### config.mk
export PLATFORM = sky130hd
export DESIGN_NAME = aral_cell
export DESIGN_NICKNAME = d
export VERILOG_FILES = /design/src/aral_pkg.sv /design/src/aral_cell.sv
export SDC_FILE = /design/constraint.sdc
export NUM_CORES = 1
export LEC_CHECK = 0
export ABC_AREA = 1
export BUFFER_PORTS_ARGS = -buffer_cell sky130_fd_sc_hd__buf_2
export CORE_MARGIN = 2
export CORE_UTILIZATION = 36
export DETAILED_ROUTE_END_ITERATION = 12
export GPL_ROUTABILITY_DRIVEN = 0
export GPL_TIMING_DRIVEN = 0
export PLACE_DENSITY = 0.78
export SLEW_MARGIN = 15
export SYNTH_ARGS = -nofsm -noshare
export SYNTH_HDL_FRONTEND = slang
export SYNTH_SLANG_ARGS = --single-unit
### constraint.sdc
create_clock -name i_clk -period 0.8 [get_ports i_clk]
set_clock_uncertainty 0.2 [all_clocks]
set_input_delay 0.16 -clock i_clk [delete_from_list [all_inputs] [get_ports i_clk]]
set_output_delay 0.16 -clock i_clk [all_outputs]
set_load 0.05 [all_outputs]
### src/aral_pkg.sv
package aral_pkg;

    localparam int MAX_RANGES = 256;
    localparam int PAGE_BYTES = 4096;  // power of two
    localparam int ADDR_W     = 32;
    localparam int LEN_W      = ADDR_W + 1;
    localparam int IDX_W      = $clog2(MAX_RANGES);
    localparam int CNT_W      = $clog2(MAX_RANGES + 1);

    localparam logic [ADDR_W-1:0] PAGE_MASK = ADDR_W'(PAGE_BYTES - 1);

    localparam logic [1:0] ACT_PLACE = 2'd0;
    localparam logic [1:0] ACT_FIXED = 2'd1;
    localparam logic [1:0] ACT_FREE  = 2'd2;

    localparam logic [1:0] ST_OK       = 2'd0;
    localparam logic [1:0] ST_NOSPACE  = 2'd1;
    localparam logic [1:0] ST_FULL     = 2'd2;
    localparam logic [1:0] ST_NOTFOUND = 2'd3;

    typedef struct packed {
        logic [ADDR_W-1:0] rng_start;
        logic [ADDR_W-1:0] rng_end;
    } t_entry;

endpackage

### src/aral_cell.sv
module aral_cell (
    input  logic            i_clk,
    input  logic            i_shift,
    input  aral_pkg::t_entry i_d,
    output aral_pkg::t_entry o_q
);
    import aral_pkg::*;

    t_entry r_entry;

    // one table entry, handed to the left neighbor on every shift
    always_ff @(posedge i_clk) begin
        if (i_shift) begin
            r_entry <= i_d;
        end
    end

    assign o_q = r_entry;

endmodule

; Yosys cells after proc, flatten, opt, wreduce, memory -nomap -nowiden
; Index checks and enable logic that the tools add are counted.
[word_totals]
register_bits = 64
output_inout_bits = 64

; Longest topological paths before layout
[depth]
depth_word = 0
ltp_mapped = 0
mapped_depth_nobuf = 0

; Least setup slack after synthesis
; No wires, ideal clock.
[synth_timing]
path_type = register to output
from = register r_entry, in the netlist o_q[0]
to = output port o_q[0] (netlist name)
arrival_ns = 0.601
required_ns = 0.440
slack_ns = -0.161
stages_incl_launch_ff = 1
path_buffers = 0
path_cell_list = edfxtp_1
[synth_rtl]
columns = item, line
row1 = start: declaration, aral_cell.sv:9  ; t_entry r_entry;
row2 = start signal: assignment, aral_cell.sv:14  ; r_entry <= i_d;
row3 = end: declaration, aral_cell.sv:5  ; output aral_pkg::t_entry o_q
; No word-level cell between the ends.

; Worst setup path after layout
[layout_timing]
from = register r_entry, in the netlist o_q[21]
to = output port o_q[21] (netlist name)
; No word-level cell between the ends.

==> flow_metrics.tcl <==
set metrics [dict create \
    vias 1197 \
    fp.dieH_microns 77.07 \
    fin_hold_ws_ps -187.0 \
    worst_ep_required_time_ps 440 \
    setup_viol_count_final 64 \
    yosys_warnings 0 \
    avgSynthCellArea_sq_um 30.03 \
    wl_per_cell_microns 15.01 \
    grt_max_degree 65 \
    grt_pass1_wl_microns 6306 \
    totalWireLength_microns 4158 \
    antenna_cells 0 \
    path_buf_inv 1 \
    fp.coreArea_sq_um 5140 \
    totalPowerFinal_mw 7.889 \
    worst_pin_slew_ps 331.1 \
    postRouteAntennaNets 0 \
    ir_drop_mv 1.597 \
    path_max_fanout 1 \
    arrival_ps 900 \
    post-place-cells 263 \
    dieArea_sq_um 5939 \
    top_layer_used "met4" \
    critPathTopFamily "flip-flops" \
    drt-pass1-iter-count 4 \
    hold_class "in -> reg" \
    seq_area_sq_um 1922 \
    finish.utilization 0.6251 \
    htree_levels 3 \
    setup_ws_ps -456.1 \
    critPathSlowestCell "edfxtp_1" \
    synth_fp_nets 130 \
    viasPerCell 4.321 \
    max_freq_ghz 0.7961 \
    final_cells 277 \
    drv_cap 0 \
    clk_pin_slew_worst_paths_ps 60 \
    multi_input_area_sq_um 0 \
    cp-end-kind "primary output" \
    critPathMaxStageDelay_ps 400 \
    numCtsBuffers 9 \
    nNetsFinal 270 \
    die_w_microns 77.07 \
    drt-initial-drc-count 29 \
    placed_cell_area_sq_um 2658 \
    first_global_vias 1291 \
    p_leak_nw 1.347 \
    worstPathCellList "buf_6" \
    seq_area_frac_synth 1.000 \
    clockBufferDepth 2 \
    final_cell_area_sq_um 3213 \
    hold_violations 64 \
    wl_met2_microns 2175 \
    multi_input_cells 0 \
    ios 130 \
    cp-start-kind "flop" \
    slew_violations 0 \
    clockRootBuffer "clkbuf_8" \
    gr-total-overflow 0 \
    slew_headroom 0.7792 \
    wl_met3_microns 478 \
    cts_tree "yes" \
    largest_reg_flops 64 \
    crit_type "reg -> out" \
    cts.sinks 64 \
    post-route-period-util 1.570 \
    synth-seq-cells 64 \
    post-route-min-period_ps 1256 \
    fill_cells 385 \
    post_cts_buffers 0 \
    area_growth_pct 67.19 \
    fp-row-count 26 \
    drive_above_1_share 0.6667 \
    outcome "complete, but fails checks" \
    antenna_found_initial 0 \
    rsz0062_at_grt "true" \
    dp_slack_ps -575.9 \
    synth_cell_types 1 \
    remaining_drc_errors 0 \
    violations "hold timing, setup timing" \
    start_util 0.3739 \
    p_per_area_nw_per_um2 2455 \
    setup_tns_ps -27290 \
    wl_met1_microns 1451 \
    place.port_buffers 129 \
    grt_usage 0.1495 \
    netlist_area_sq_um 1922 \
    synth_cells 64 \
]
## final timing paths
check | startpoint | endpoint | slack (ps) | cells after the start
hold / removal | i_d[35] | o_q[35] | -190 | 1
setup / recovery | o_q[21] | o_q[21] | -460 | 1
## layer usage
layer | up-vias | global-route usage
li1 | 541 | -
met2 | 81 | 0.2456
met4 | 0 | 0.09821
met3 | 6 | 0.07412
met5 | - | 0
met1 | 569 | 0.1492
## cells in the final DEF, fill, tap and decap left out, drive strengths merged
master,Yosys,final
buf,0,129
edfxtp,64,64
clkbuf,0,11
clkinv,0,3
## what timing repair did
action,4_1_cts,5_1_grt
endpoints found under the setup margin,128,68
endpoints found under the hold margin,64,64
gates resized for setup,130,1
cloned,0,0
## layout make-up
class / count / area share
clock buffers: 11 / 0.04089
well taps: 70 / 0.02726
clock inverters: 3 / 0.003505
repair buffers: 129 / 0.3302
flip-flops and latches: 64 / 0.5981
## cell usage after synthesis
cell      instances  share of area
edfxtp_1         64            1.0
## logic make-up (layout without fill, tap and decap cells)
group                  Yosys count  count (layout)  synth area share
flip-flops                      64              64             1.000
buffers and inverters            0             143                 0
## power by group
group,leakage [nW],internal (mW),total [mW],switching [mW]
clock network,0.0718,1.06,2.06,1.01
registers,0.626,4.00,4.12,0.121
logic,0.648,0.589,1.71,1.12
total,1.35,5.64,7.89,2.25
Power figures use the tool's default switching activity.
